`src/rtl/imucan_pkg.sv`:
```
// ----------------------------------------------------------------------------
// imucan_pkg: shared definitions for the IMU CAN frame receiver
// Operation codes, result kinds, register indexes, reset values and widths.
// ----------------------------------------------------------------------------
`default_nettype none

package imucan_pkg;

   // Field widths
   localparam int unsigned ID_W      = 11;
   localparam int unsigned TICK_W    = 16;
   localparam int unsigned CODE_W    = 8;
   localparam int unsigned OP_W      = 2;
   localparam int unsigned KIND_W    = 3;
   localparam int unsigned COUNT_W   = 4;
   localparam int unsigned PAYLOAD_W = 64;
   localparam int unsigned CSR_IDX_W = 3;
   localparam int unsigned CSR_DAT_W = 16;

   // Item operations
   localparam logic [OP_W-1:0] OP_FRAME     = 2'd0;
   localparam logic [OP_W-1:0] OP_TICK      = 2'd1;
   localparam logic [OP_W-1:0] OP_ID_CHANGE = 2'd2;

   // Result kinds
   localparam logic [KIND_W-1:0] KIND_NONE    = 3'd0;
   localparam logic [KIND_W-1:0] KIND_INVALID = 3'd1;
   localparam logic [KIND_W-1:0] KIND_ACCEL   = 3'd2;
   localparam logic [KIND_W-1:0] KIND_GYRO    = 3'd3;
   localparam logic [KIND_W-1:0] KIND_EULER   = 3'd4;
   localparam logic [KIND_W-1:0] KIND_QUAT    = 3'd5;
   localparam logic [KIND_W-1:0] KIND_RESP    = 3'd6;

   // First-byte selectors and response separator
   localparam logic [7:0] HDR_ACCEL = 8'h01;
   localparam logic [7:0] HDR_GYRO  = 8'h02;
   localparam logic [7:0] HDR_EULER = 8'h03;
   localparam logic [7:0] HDR_QUAT  = 8'h04;
   localparam logic [7:0] HDR_CMD   = 8'hcc;
   localparam logic [7:0] CMD_SEP   = 8'hdd;

   // Valid data length
   localparam logic [COUNT_W-1:0] FULL_LENGTH = 4'd8;

   // Register indexes
   localparam logic [CSR_IDX_W-1:0] CSR_INIT_DEVICE_ID = 3'd0;
   localparam logic [CSR_IDX_W-1:0] CSR_INIT_REPLY_ID  = 3'd1;
   localparam logic [CSR_IDX_W-1:0] CSR_OFFLINE_TICKS  = 3'd2;
   localparam logic [CSR_IDX_W-1:0] CSR_DEVICE_REG     = 3'd3;
   localparam logic [CSR_IDX_W-1:0] CSR_REPLY_REG      = 3'd4;
   localparam logic [CSR_IDX_W-1:0] CSR_ACK_SUCCESS    = 3'd5;
   localparam logic [CSR_IDX_W-1:0] CSR_ACK_LAST       = 3'd6;

   // Register reset values
   localparam logic [ID_W-1:0]   RST_DEVICE_ID    = 11'd1;
   localparam logic [ID_W-1:0]   RST_REPLY_ID     = 11'd17;
   localparam logic [TICK_W-1:0] RST_OFFLINE      = 16'd1;
   localparam logic [CODE_W-1:0] RST_DEVICE_REG   = 8'd8;
   localparam logic [CODE_W-1:0] RST_REPLY_REG    = 8'd9;
   localparam logic [CODE_W-1:0] RST_ACK_SUCCESS  = 8'd1;
   localparam logic [CODE_W-1:0] RST_ACK_LAST     = 8'd2;

endpackage

`default_nettype wire

```
`src/rtl/imu_can_frame_receiver.sv`:
```
// ----------------------------------------------------------------------------
// imu_can_frame_receiver: decode frames from a CAN-attached IMU
// Tracks the sensor identifiers, the online status and decodes data frames.
// ----------------------------------------------------------------------------
// Usage:
//   req_* carries one item per handshake: a received frame, a timer tick, or
//   the note that an identifier-change command went out. rsp_* returns one
//   result per item, in order, with the decoded fields and the status after
//   that item. Both channels use valid/ready.
//   csr_* writes a register at any edge with csr_we high; write only while
//   no item is in flight. Writing an initial id loads the current id at once.
//   An accepted item is held in the input register and decoded into the
//   result register once that is free or being read, raising rsp_valid.
//   Throughput: one item per cycle while rsp_ready is high. The input register
//   and the result register form a two-stage pipe; the status update sits
//   between them. When rsp_ready is low the result holds, one more item waits
//   in the input register, and req_ready drops only while both are full and
//   rsp_ready is low.
//   Reset (synchronous, active high) loads the register defaults, the
//   current ids from them, clears pending ids and marks the sensor offline.
// ----------------------------------------------------------------------------
`default_nettype none

module imu_can_frame_receiver (
   input  wire logic                                   clock,
   input  wire logic                                   reset,
   // Input items
   input  wire logic                                   req_valid,
   output logic                                        req_ready,
   input  wire logic [imucan_pkg::OP_W-1:0]            req_op,
   input  wire logic [imucan_pkg::ID_W-1:0]            req_frame_id,
   input  wire logic                                   req_is_extended,
   input  wire logic                                   req_is_remote,
   input  wire logic [imucan_pkg::COUNT_W-1:0]         req_byte_count,
   input  wire logic [imucan_pkg::PAYLOAD_W-1:0]       req_payload,
   input  wire logic                                   req_change_which,
   input  wire logic [imucan_pkg::ID_W-1:0]            req_change_value,
   // Result items
   output logic                                        rsp_valid,
   input  wire logic                                   rsp_ready,
   output logic [imucan_pkg::KIND_W-1:0]               rsp_packet_kind,
   output logic [15:0]                                 rsp_field_w,
   output logic [15:0]                                 rsp_field_x,
   output logic [15:0]                                 rsp_field_y,
   output logic [31:0]                                 rsp_field_z,
   output logic                                        rsp_online,
   output logic [imucan_pkg::ID_W-1:0]                 rsp_device_id,
   output logic [imucan_pkg::ID_W-1:0]                 rsp_reply_id,
   // Register writes
   input  wire logic                                   csr_we,
   input  wire logic [imucan_pkg::CSR_IDX_W-1:0]       csr_index,
   input  wire logic [imucan_pkg::CSR_DAT_W-1:0]       csr_wdata
);

   localparam int unsigned ID_W   = imucan_pkg::ID_W;
   localparam int unsigned TICK_W = imucan_pkg::TICK_W;
   localparam int unsigned CODE_W = imucan_pkg::CODE_W;
   localparam int unsigned KIND_W = imucan_pkg::KIND_W;

   // Configuration registers
   logic [TICK_W-1:0] offline_ticks_ff;
   logic [CODE_W-1:0] device_reg_ff, reply_reg_ff, ack_success_ff, ack_last_ff;

   // Receiver status
   logic [ID_W-1:0]   cur_device_id_ff, cur_device_id_in;
   logic [ID_W-1:0]   cur_reply_id_ff, cur_reply_id_in;
   logic [ID_W-1:0]   pend_device_id_ff, pend_device_id_in;
   logic [ID_W-1:0]   pend_reply_id_ff, pend_reply_id_in;
   logic              pend_device_valid_ff, pend_device_valid_in;
   logic              pend_reply_valid_ff, pend_reply_valid_in;
   logic              alive_ff, alive_in;
   logic [TICK_W-1:0] countdown_ff, countdown_in;
   logic              seen_ff, seen_in;

   // Input register
   logic                                   s1_valid_ff;
   logic [imucan_pkg::OP_W-1:0]            s1_op_ff;
   logic [ID_W-1:0]                        s1_frame_id_ff;
   logic                                   s1_ext_ff, s1_rem_ff;
   logic [imucan_pkg::COUNT_W-1:0]         s1_count_ff;
   logic [imucan_pkg::PAYLOAD_W-1:0]       s1_payload_ff;
   logic                                   s1_which_ff;
   logic [ID_W-1:0]                        s1_value_ff;

   // Result register
   logic              out_valid_ff;
   logic [KIND_W-1:0] out_kind_ff, kind_in;
   logic [15:0]       out_w_ff, out_x_ff, out_y_ff, fw_in, fx_in, fy_in;
   logic [31:0]       out_z_ff, fz_in;
   logic              out_online_ff;
   logic [ID_W-1:0]   out_device_ff, out_reply_ff;

   logic              advance;
   logic [TICK_W-1:0] timeout;
   logic [7:0]        b0, b1, b2, b3, b4, b5, b6, b7;
   logic              id_match, pend_match, good_format;

   // Handshake: the decode stage moves when the result register frees up
   assign advance   = s1_valid_ff && (!out_valid_ff || rsp_ready);
   assign req_ready = !s1_valid_ff || advance;

   assign timeout = (offline_ticks_ff == '0) ? TICK_W'(1) : offline_ticks_ff;

   assign b0 = s1_payload_ff[7:0];
   assign b1 = s1_payload_ff[15:8];
   assign b2 = s1_payload_ff[23:16];
   assign b3 = s1_payload_ff[31:24];
   assign b4 = s1_payload_ff[39:32];
   assign b5 = s1_payload_ff[47:40];
   assign b6 = s1_payload_ff[55:48];
   assign b7 = s1_payload_ff[63:56];

   assign id_match    = (s1_frame_id_ff == cur_reply_id_ff);
   assign pend_match  = pend_reply_valid_ff && (s1_frame_id_ff == pend_reply_id_ff);
   assign good_format = !s1_ext_ff && !s1_rem_ff &&
                        (s1_count_ff == imucan_pkg::FULL_LENGTH);

   // Decode one item and work out the status after it
   always_comb begin
      cur_device_id_in     = cur_device_id_ff;
      cur_reply_id_in      = cur_reply_id_ff;
      pend_device_id_in    = pend_device_id_ff;
      pend_reply_id_in     = pend_reply_id_ff;
      pend_device_valid_in = pend_device_valid_ff;
      pend_reply_valid_in  = pend_reply_valid_ff;
      alive_in             = alive_ff;
      countdown_in         = countdown_ff;
      seen_in              = seen_ff;
      kind_in              = imucan_pkg::KIND_NONE;
      fw_in                = '0;
      fx_in                = '0;
      fy_in                = '0;
      fz_in                = '0;

      case (s1_op_ff)
         imucan_pkg::OP_FRAME: begin
            if (id_match || pend_match) begin
               kind_in = imucan_pkg::KIND_INVALID;
               if (good_format) begin
                  if (b0 == imucan_pkg::HDR_ACCEL || b0 == imucan_pkg::HDR_GYRO ||
                      b0 == imucan_pkg::HDR_EULER) begin
                     kind_in = KIND_W'(b0 + 8'd1);
                     fw_in   = (b0 == imucan_pkg::HDR_ACCEL) ? {8'h00, b1} : '0;
                     fx_in   = {b3, b2};
                     fy_in   = {b5, b4};
                     fz_in   = {16'h0000, b7, b6};
                  end else if (b0 == imucan_pkg::HDR_QUAT) begin
                     // Unpack four 14-bit components packed big-endian
                     kind_in = imucan_pkg::KIND_QUAT;
                     fw_in   = {2'b00, b1, b2[7:2]};
                     fx_in   = {2'b00, b2[1:0], b3, b4[7:4]};
                     fy_in   = {2'b00, b4[3:0], b5, b6[7:6]};
                     fz_in   = {18'h00000, b6[5:0], b7};
                  end else if (b0 == imucan_pkg::HDR_CMD) begin
                     if (b2 == imucan_pkg::CMD_SEP && b3 <= ack_last_ff) begin
                        kind_in = imucan_pkg::KIND_RESP;
                        fw_in   = {8'h00, b1};
                        fx_in   = {8'h00, b3};
                        fz_in   = s1_payload_ff[63:32];
                        // Commit or drop a pending id; device code wins a tie
                        if (b1 == device_reg_ff) begin
                           if (b3 == ack_success_ff && pend_device_valid_ff)
                              cur_device_id_in = pend_device_id_ff;
                           pend_device_valid_in = 1'b0;
                        end else if (b1 == reply_reg_ff) begin
                           if (b3 == ack_success_ff && pend_reply_valid_ff)
                              cur_reply_id_in = pend_reply_id_ff;
                           pend_reply_valid_in = 1'b0;
                        end
                     end
                  end
               end
               // A decoded frame keeps the sensor online
               if (kind_in >= imucan_pkg::KIND_ACCEL) begin
                  if (pend_match && kind_in != imucan_pkg::KIND_RESP) begin
                     cur_reply_id_in     = pend_reply_id_ff;
                     pend_reply_valid_in = 1'b0;
                  end
                  seen_in      = 1'b1;
                  alive_in     = 1'b1;
                  countdown_in = timeout;
               end
            end
         end
         imucan_pkg::OP_TICK: begin
            if (seen_ff) begin
               alive_in     = 1'b1;
               countdown_in = timeout;
            end else if (countdown_ff != '0) begin
               countdown_in = countdown_ff - TICK_W'(1);
            end
            if (countdown_in == '0)
               alive_in = 1'b0;
            seen_in = 1'b0;
         end
         imucan_pkg::OP_ID_CHANGE: begin
            if (!s1_which_ff) begin
               pend_device_id_in    = s1_value_ff;
               pend_device_valid_in = 1'b1;
            end else begin
               pend_reply_id_in    = s1_value_ff;
               pend_reply_valid_in = 1'b1;
            end
         end
         default: begin
         end
      endcase
   end

   // Hold configuration registers
   always_ff @(posedge clock) begin
      if (reset) begin
         offline_ticks_ff <= imucan_pkg::RST_OFFLINE;
         device_reg_ff    <= imucan_pkg::RST_DEVICE_REG;
         reply_reg_ff     <= imucan_pkg::RST_REPLY_REG;
         ack_success_ff   <= imucan_pkg::RST_ACK_SUCCESS;
         ack_last_ff      <= imucan_pkg::RST_ACK_LAST;
      end else if (csr_we) begin
         unique case (csr_index)
            imucan_pkg::CSR_OFFLINE_TICKS: offline_ticks_ff <= csr_wdata;
            imucan_pkg::CSR_DEVICE_REG:    device_reg_ff    <= csr_wdata[CODE_W-1:0];
            imucan_pkg::CSR_REPLY_REG:     reply_reg_ff     <= csr_wdata[CODE_W-1:0];
            imucan_pkg::CSR_ACK_SUCCESS:   ack_success_ff   <= csr_wdata[CODE_W-1:0];
            imucan_pkg::CSR_ACK_LAST:      ack_last_ff      <= csr_wdata[CODE_W-1:0];
            default: begin
            end
         endcase
      end
   end

   // Update status; an id register write overrides the item update
   always_ff @(posedge clock) begin
      if (reset) begin
         cur_device_id_ff     <= imucan_pkg::RST_DEVICE_ID;
         cur_reply_id_ff      <= imucan_pkg::RST_REPLY_ID;
         pend_device_id_ff    <= '0;
         pend_reply_id_ff     <= '0;
         pend_device_valid_ff <= 1'b0;
         pend_reply_valid_ff  <= 1'b0;
         alive_ff             <= 1'b0;
         countdown_ff         <= '0;
         seen_ff              <= 1'b0;
      end else begin
         if (advance) begin
            cur_device_id_ff     <= cur_device_id_in;
            cur_reply_id_ff      <= cur_reply_id_in;
            pend_device_id_ff    <= pend_device_id_in;
            pend_reply_id_ff     <= pend_reply_id_in;
            pend_device_valid_ff <= pend_device_valid_in;
            pend_reply_valid_ff  <= pend_reply_valid_in;
            alive_ff             <= alive_in;
            countdown_ff         <= countdown_in;
            seen_ff              <= seen_in;
         end
         if (csr_we && csr_index == imucan_pkg::CSR_INIT_DEVICE_ID) begin
            cur_device_id_ff     <= csr_wdata[ID_W-1:0];
            pend_device_valid_ff <= 1'b0;
         end
         if (csr_we && csr_index == imucan_pkg::CSR_INIT_REPLY_ID) begin
            cur_reply_id_ff     <= csr_wdata[ID_W-1:0];
            pend_reply_valid_ff <= 1'b0;
         end
      end
   end

   // Capture an accepted item
   always_ff @(posedge clock) begin
      if (reset) begin
         s1_valid_ff <= 1'b0;
      end else if (req_ready) begin
         s1_valid_ff <= req_valid;
      end
   end

   always_ff @(posedge clock) begin
      if (req_valid && req_ready) begin
         s1_op_ff       <= req_op;
         s1_frame_id_ff <= req_frame_id;
         s1_ext_ff      <= req_is_extended;
         s1_rem_ff      <= req_is_remote;
         s1_count_ff    <= req_byte_count;
         s1_payload_ff  <= req_payload;
         s1_which_ff    <= req_change_which;
         s1_value_ff    <= req_change_value;
      end
   end

   // Load the result register, hold it while the receiver stalls
   always_ff @(posedge clock) begin
      if (reset) begin
         out_valid_ff <= 1'b0;
      end else if (advance) begin
         out_valid_ff <= 1'b1;
      end else if (rsp_ready) begin
         out_valid_ff <= 1'b0;
      end
   end

   always_ff @(posedge clock) begin
      if (advance) begin
         out_kind_ff   <= kind_in;
         out_w_ff      <= fw_in;
         out_x_ff      <= fx_in;
         out_y_ff      <= fy_in;
         out_z_ff      <= fz_in;
         out_online_ff <= alive_in;
         out_device_ff <= cur_device_id_in;
         out_reply_ff  <= cur_reply_id_in;
      end
   end

   assign rsp_valid       = out_valid_ff;
   assign rsp_packet_kind = out_kind_ff;
   assign rsp_field_w     = out_w_ff;
   assign rsp_field_x     = out_x_ff;
   assign rsp_field_y     = out_y_ff;
   assign rsp_field_z     = out_z_ff;
   assign rsp_online      = out_online_ff;
   assign rsp_device_id   = out_device_ff;
   assign rsp_reply_id    = out_reply_ff;

   // Online status always has ticks left to run
   a_online_count: assert property (@(posedge clock) disable iff (reset)
      alive_ff |-> countdown_ff != '0)
      else $error("online with zero countdown");

   // An initial device id write drops the pending device id
   a_dev_write_drop: assert property (@(posedge clock) disable iff (reset)
      csr_we && csr_index == imucan_pkg::CSR_INIT_DEVICE_ID |=> !pend_device_valid_ff)
      else $error("pending device id survived initial id write");

   // An initial reply id write drops the pending reply id
   a_rep_write_drop: assert property (@(posedge clock) disable iff (reset)
      csr_we && csr_index == imucan_pkg::CSR_INIT_REPLY_ID |=> !pend_reply_valid_ff)
      else $error("pending reply id survived initial id write");

   // A decoded item lands in an empty result register
   a_advance_fill: assert property (@(posedge clock) disable iff (reset)
      s1_valid_ff && !out_valid_ff |=> out_valid_ff)
      else $error("decoded item did not reach the result register");

   // An empty result register never blocks the input
   a_ready_empty: assert property (@(posedge clock) disable iff (reset)
      !out_valid_ff |-> req_ready)
      else $error("input stalled with empty result register");

endmodule

`default_nettype wire
```
`config.mk`:
```
export PLATFORM = sky130hd
export DESIGN_NAME = imu_can_frame_receiver
export DESIGN_NICKNAME = d
export VERILOG_FILES = /design/src/rtl/imucan_pkg.sv /design/src/rtl/imu_can_frame_receiver.sv
export SDC_FILE = /design/constraint.sdc
export NUM_CORES = 1
export LEC_CHECK = 0
export BUFFER_PORTS_ARGS = -buffer_cell sky130_fd_sc_hd__buf_2
export CAP_MARGIN = 10
export CORE_UTILIZATION = 51
export CTS_CLUSTER_SIZE = 40
export DETAILED_ROUTE_END_ITERATION = 6
export GPL_TIMING_DRIVEN = 0
export PLACE_DENSITY = 0.82
export SYNTH_ARGS = -nofsm -noshare
export SYNTH_HDL_FRONTEND = slang
export SYNTH_SLANG_ARGS = --single-unit
```
`constraint.sdc`:
```
create_clock -name clock -period 4.4 [get_ports clock]
set_input_delay 0.66 -clock clock [delete_from_list [all_inputs] [get_ports clock]]
set_output_delay 0.66 -clock clock [all_outputs]
set_load 0.01 [all_outputs]
```
==> results by group <==
Outcome
  – Status: finished clean

Floorplan
  – Row Count: 59
  – I/O pin count: 227
  – Die ar.: 27,020 µm²
  – Die X: 164.4 µm
  – Initial Utilization: 51.74%
  – DIE HEIGHT: 164.4 µm
  – Core ar.: 25,980 µm²

Synth
  – Synth cell types: 71
  – Largest family of logic cells by synthesized area: simple AND/OR/NAND/NOR gates
  – EDFF count, synth: 199
  – Post-Synth Adder-Cell Area: 1.210%
  – Syn Inst Count: 1,183
  – Post-Synth XOR/XNOR Area: 3.387%
  – Syn_area_per_cell: 11.37 µm²
  – Post-synthesis sequential area ratio: 61.42%
  – Post-synthesis mux area share: 2.913%
  – Simple-Gate Fraction of Synth Area: 15.48%
  – Most used DFF post-synth: edfxtp_1
  – Synth warn: 0
  – Asr flop ratio synth: 0%
  – #FFs+latches synth: 313
  – Synth Area in Compound Gates: 12.88%
  – Synthesized area: 13,450 µm²

Drt
  – Vias per cell: 6.005
  – DRT iter0 DRCs: 1,425
  – DRC viols: 0
  – Post-Route WL: 37.61 mm
  – Post-DR wirelength/cell: 20.89 µm
  – 1st-pass router iterations: 6
  – Via Count: 10.81k
  – DRT antenna net count: 0

Clocking
  – CTS Buffer Depth: 3
  – CTS tree: built
  – Worst-skew pair later-pin latency: 560 ps
  – Clk slew on worst S/H paths: 60 ps
  – CTS Buf Count: 30
  – Post-CTS Setup Inserts: 0
  – Resized Gates After CTS: 0
  – # clock sinks: 313
  – H-tree Lvls: 1
  – CTS Hold Bufs: 0
  – Clk Tree Root Cell: clkbuf_16

Place
  – HPWL after DPL: 26.65 mm
  – DP Worst Slack: 764.5 ps
  – Final GP Congestion: 0.9406
  – Area after DPL: 15,020 µm²
  – Placed Cells: 1,743
  – IO Port Bufs: 223

Critical path
  – R2r worst-path depth: 9
  – Critical Path RT: 4830 ps
  – R2R Path Start: s1_payload_ff[0]
  – Worst r2r dst: rsp_field_z[7]
  – Critical path peak fanout: 10
  – Crit end category: flop
  – Setup crit start kind: flop
  – R2r setup slk: 540 ps
  – Crit path DAT: 4280 ps
  – Setup CP Type: reg2reg

Timing
  – Final Max Slew Viols: 0
  – RSZ-0062 raised after global routing: no
  – Worst-Margin Slew: 941.3 ps
  – Fmax: 259.4 MHz
  – Worst Skew: 15.48 ps
  – Final hold vios: 0
  – Hold Slack: 272.3 ps
  – Final setup fails: 0
  – Fin crit period: 3856 ps
  – Slew headroom: 37.24%
  – Setup TNS: 0 ps
  – Setup ws final: 544.3 ps
  – Final worst path period share: 87.63%

Run
  – Max-Cap Viols: 0

Cells and area
  – Layout cells sized above 1: 21.46%
  – Commonest non-fill, non-tap cells in the layout: buf_2 (227), nand2_1 (207), edfxtp_1 (199), dfxtp_1 (114), a21oi_1 (87)
  – Final Cell Area: 15,950 µm²
  – Nets: 1,572
  – Area delta synth->final: 18.65%
  – Commonest non-fill, non-tap cell in the layout: buf_2
  – Final core utilization: 61.39%
  – Fin cells: 1,800

Min path
  – Worst hold-check path type: in2reg
  – Hold depth: 1
  – Hold Crit Endpoint: s1_payload_ff[61]
  – Worst Hold Launch: req_payload[61]

Global routing
  – First-pass GRT wire length: 56.17 mm
  – Antenna violations before repair: 2
  – Grt total ovfl: 0
  – Number of global-route vias before repair: 10.20k
  – Largest net degree at the start of global routing: 114
  – GRT Total Usage: 27.33%

Power and ir drop
  – Pwr Total: 6.255 mW
  – P_leak: 5.949 nW
  – PwrDens: 392.1 nW/µm²
  – Max rail drop VDD: 0.0004236 V
==> power breakdown <==
part           total (mW)  internal (mW)  switching (mW)
logic               0.468          0.177           0.291
clock network        2.45           1.37            1.08
registers            3.33           3.24          0.0896
==> cells in the mapped netlist (10+ instances only) <==
library cell,instances,area share [%]
a21oi_1,87,3.2
a22o_1,39,2.5
a22oi_1,27,1.5
a32o_1,12,0.89
and2_1,31,1.4
clkbuf_1,51,1.4
dfxtp_1,114,17
edfxtp_1,199,44
ha_1,13,1.2
inv_1,26,0.73
mux2_2,25,2.1
mux2i_1,11,0.82
nand2_1,207,5.8
nand3_1,28,1.0
nand4_1,10,0.47
nor2_1,55,1.5
nor3_1,19,0.71
nor4_1,18,0.84
o21ai_0,14,0.52
or3_1,15,0.70
xnor2_1,23,1.5
xor2_1,29,1.9
==> worst max-delay path, cell delays in order, from the launching register on <==
cell	delay (ps)
edfxtp_1	470
inv_1	120
ha_1	160
nand4bb_1	200
nor4_1	800
nand3_1	340
nor2_1	740
clkbuf_1	580
a22oi_1	210
nand2_1	110
==> cell type report <==
type                            count  area (µm²)
Inverter                           26       97.59
Clock buffer                       39       784.5
Antenna cell                        2       5.005
Buffer                             62       274.0
Clock inverter                     16       138.9
Fill cell                        2048       10030
Tap cell                          335       419.2
Timing Repair Buffer              224        1144
Sequential cell                   313        8258
Multi-Input combinational cell    783        4832
==> worst max-delay path by stage <==
stage                                start           endpoint  slack, ps  cells past startpoint
after CTS                 s1_payload_ff[0]     rsp_field_z[7]        680                      9
final                     s1_payload_ff[0]     rsp_field_z[7]        540                      9
after global routing      s1_payload_ff[0]     rsp_field_z[7]        350                      9
after floorplan                  rsp_ready     s1_count_ff[0]        860                      3
after global placement           rsp_ready  s1_frame_id_ff[9]       -280                      4
after detailed placement  s1_payload_ff[0]     rsp_field_z[7]        760                      9
==> registers in the layout, indices dropped and copies added, names as in the netlist, 8 cells and up <==
signal / cells
cur_device_id_ff: 11
ack_success_ff: 8
cur_reply_id_ff: 11
rsp_field_y: 16
rsp_field_x: 16
s1_payload_ff: 64
rsp_device_id: 11
s1_frame_id_ff: 11
rsp_reply_id: 11
rsp_field_w: 14
s1_value_ff: 11
reply_reg_ff: 8
offline_ticks_ff: 16
pend_device_id_ff: 11
pend_reply_id_ff: 11
countdown_ff: 16
rsp_field_z: 32
ack_last_ff: 8
device_reg_ff: 8
==> layer usage <==
| layer | vias to the layer above | share of wire [%] | track usage [%] |
|---|---|---|---|
| met5 | - | 0 | 0 |
| met4 | 0 | 3.9 | 11.43 |
| met3 | 107 | 9.2 | 4.144 |
| met2 | 655 | 47 | 43.61 |
| met1 | 5166 | 40 | 37.31 |
| li1 | 4881 | - | - |
==> kinds of logic (layout without fill, tap and decap cells) <==
group	count (synthesis)	after routing
simple gates	435	435
flops	313	313
compound gates	245	245
buf+inv	88	367
xor+xnor	52	52
mux	36	36
fa+ha+maj	13	13
other cells	1	4
No activity file was read; power rests on OpenSTA's default activity.
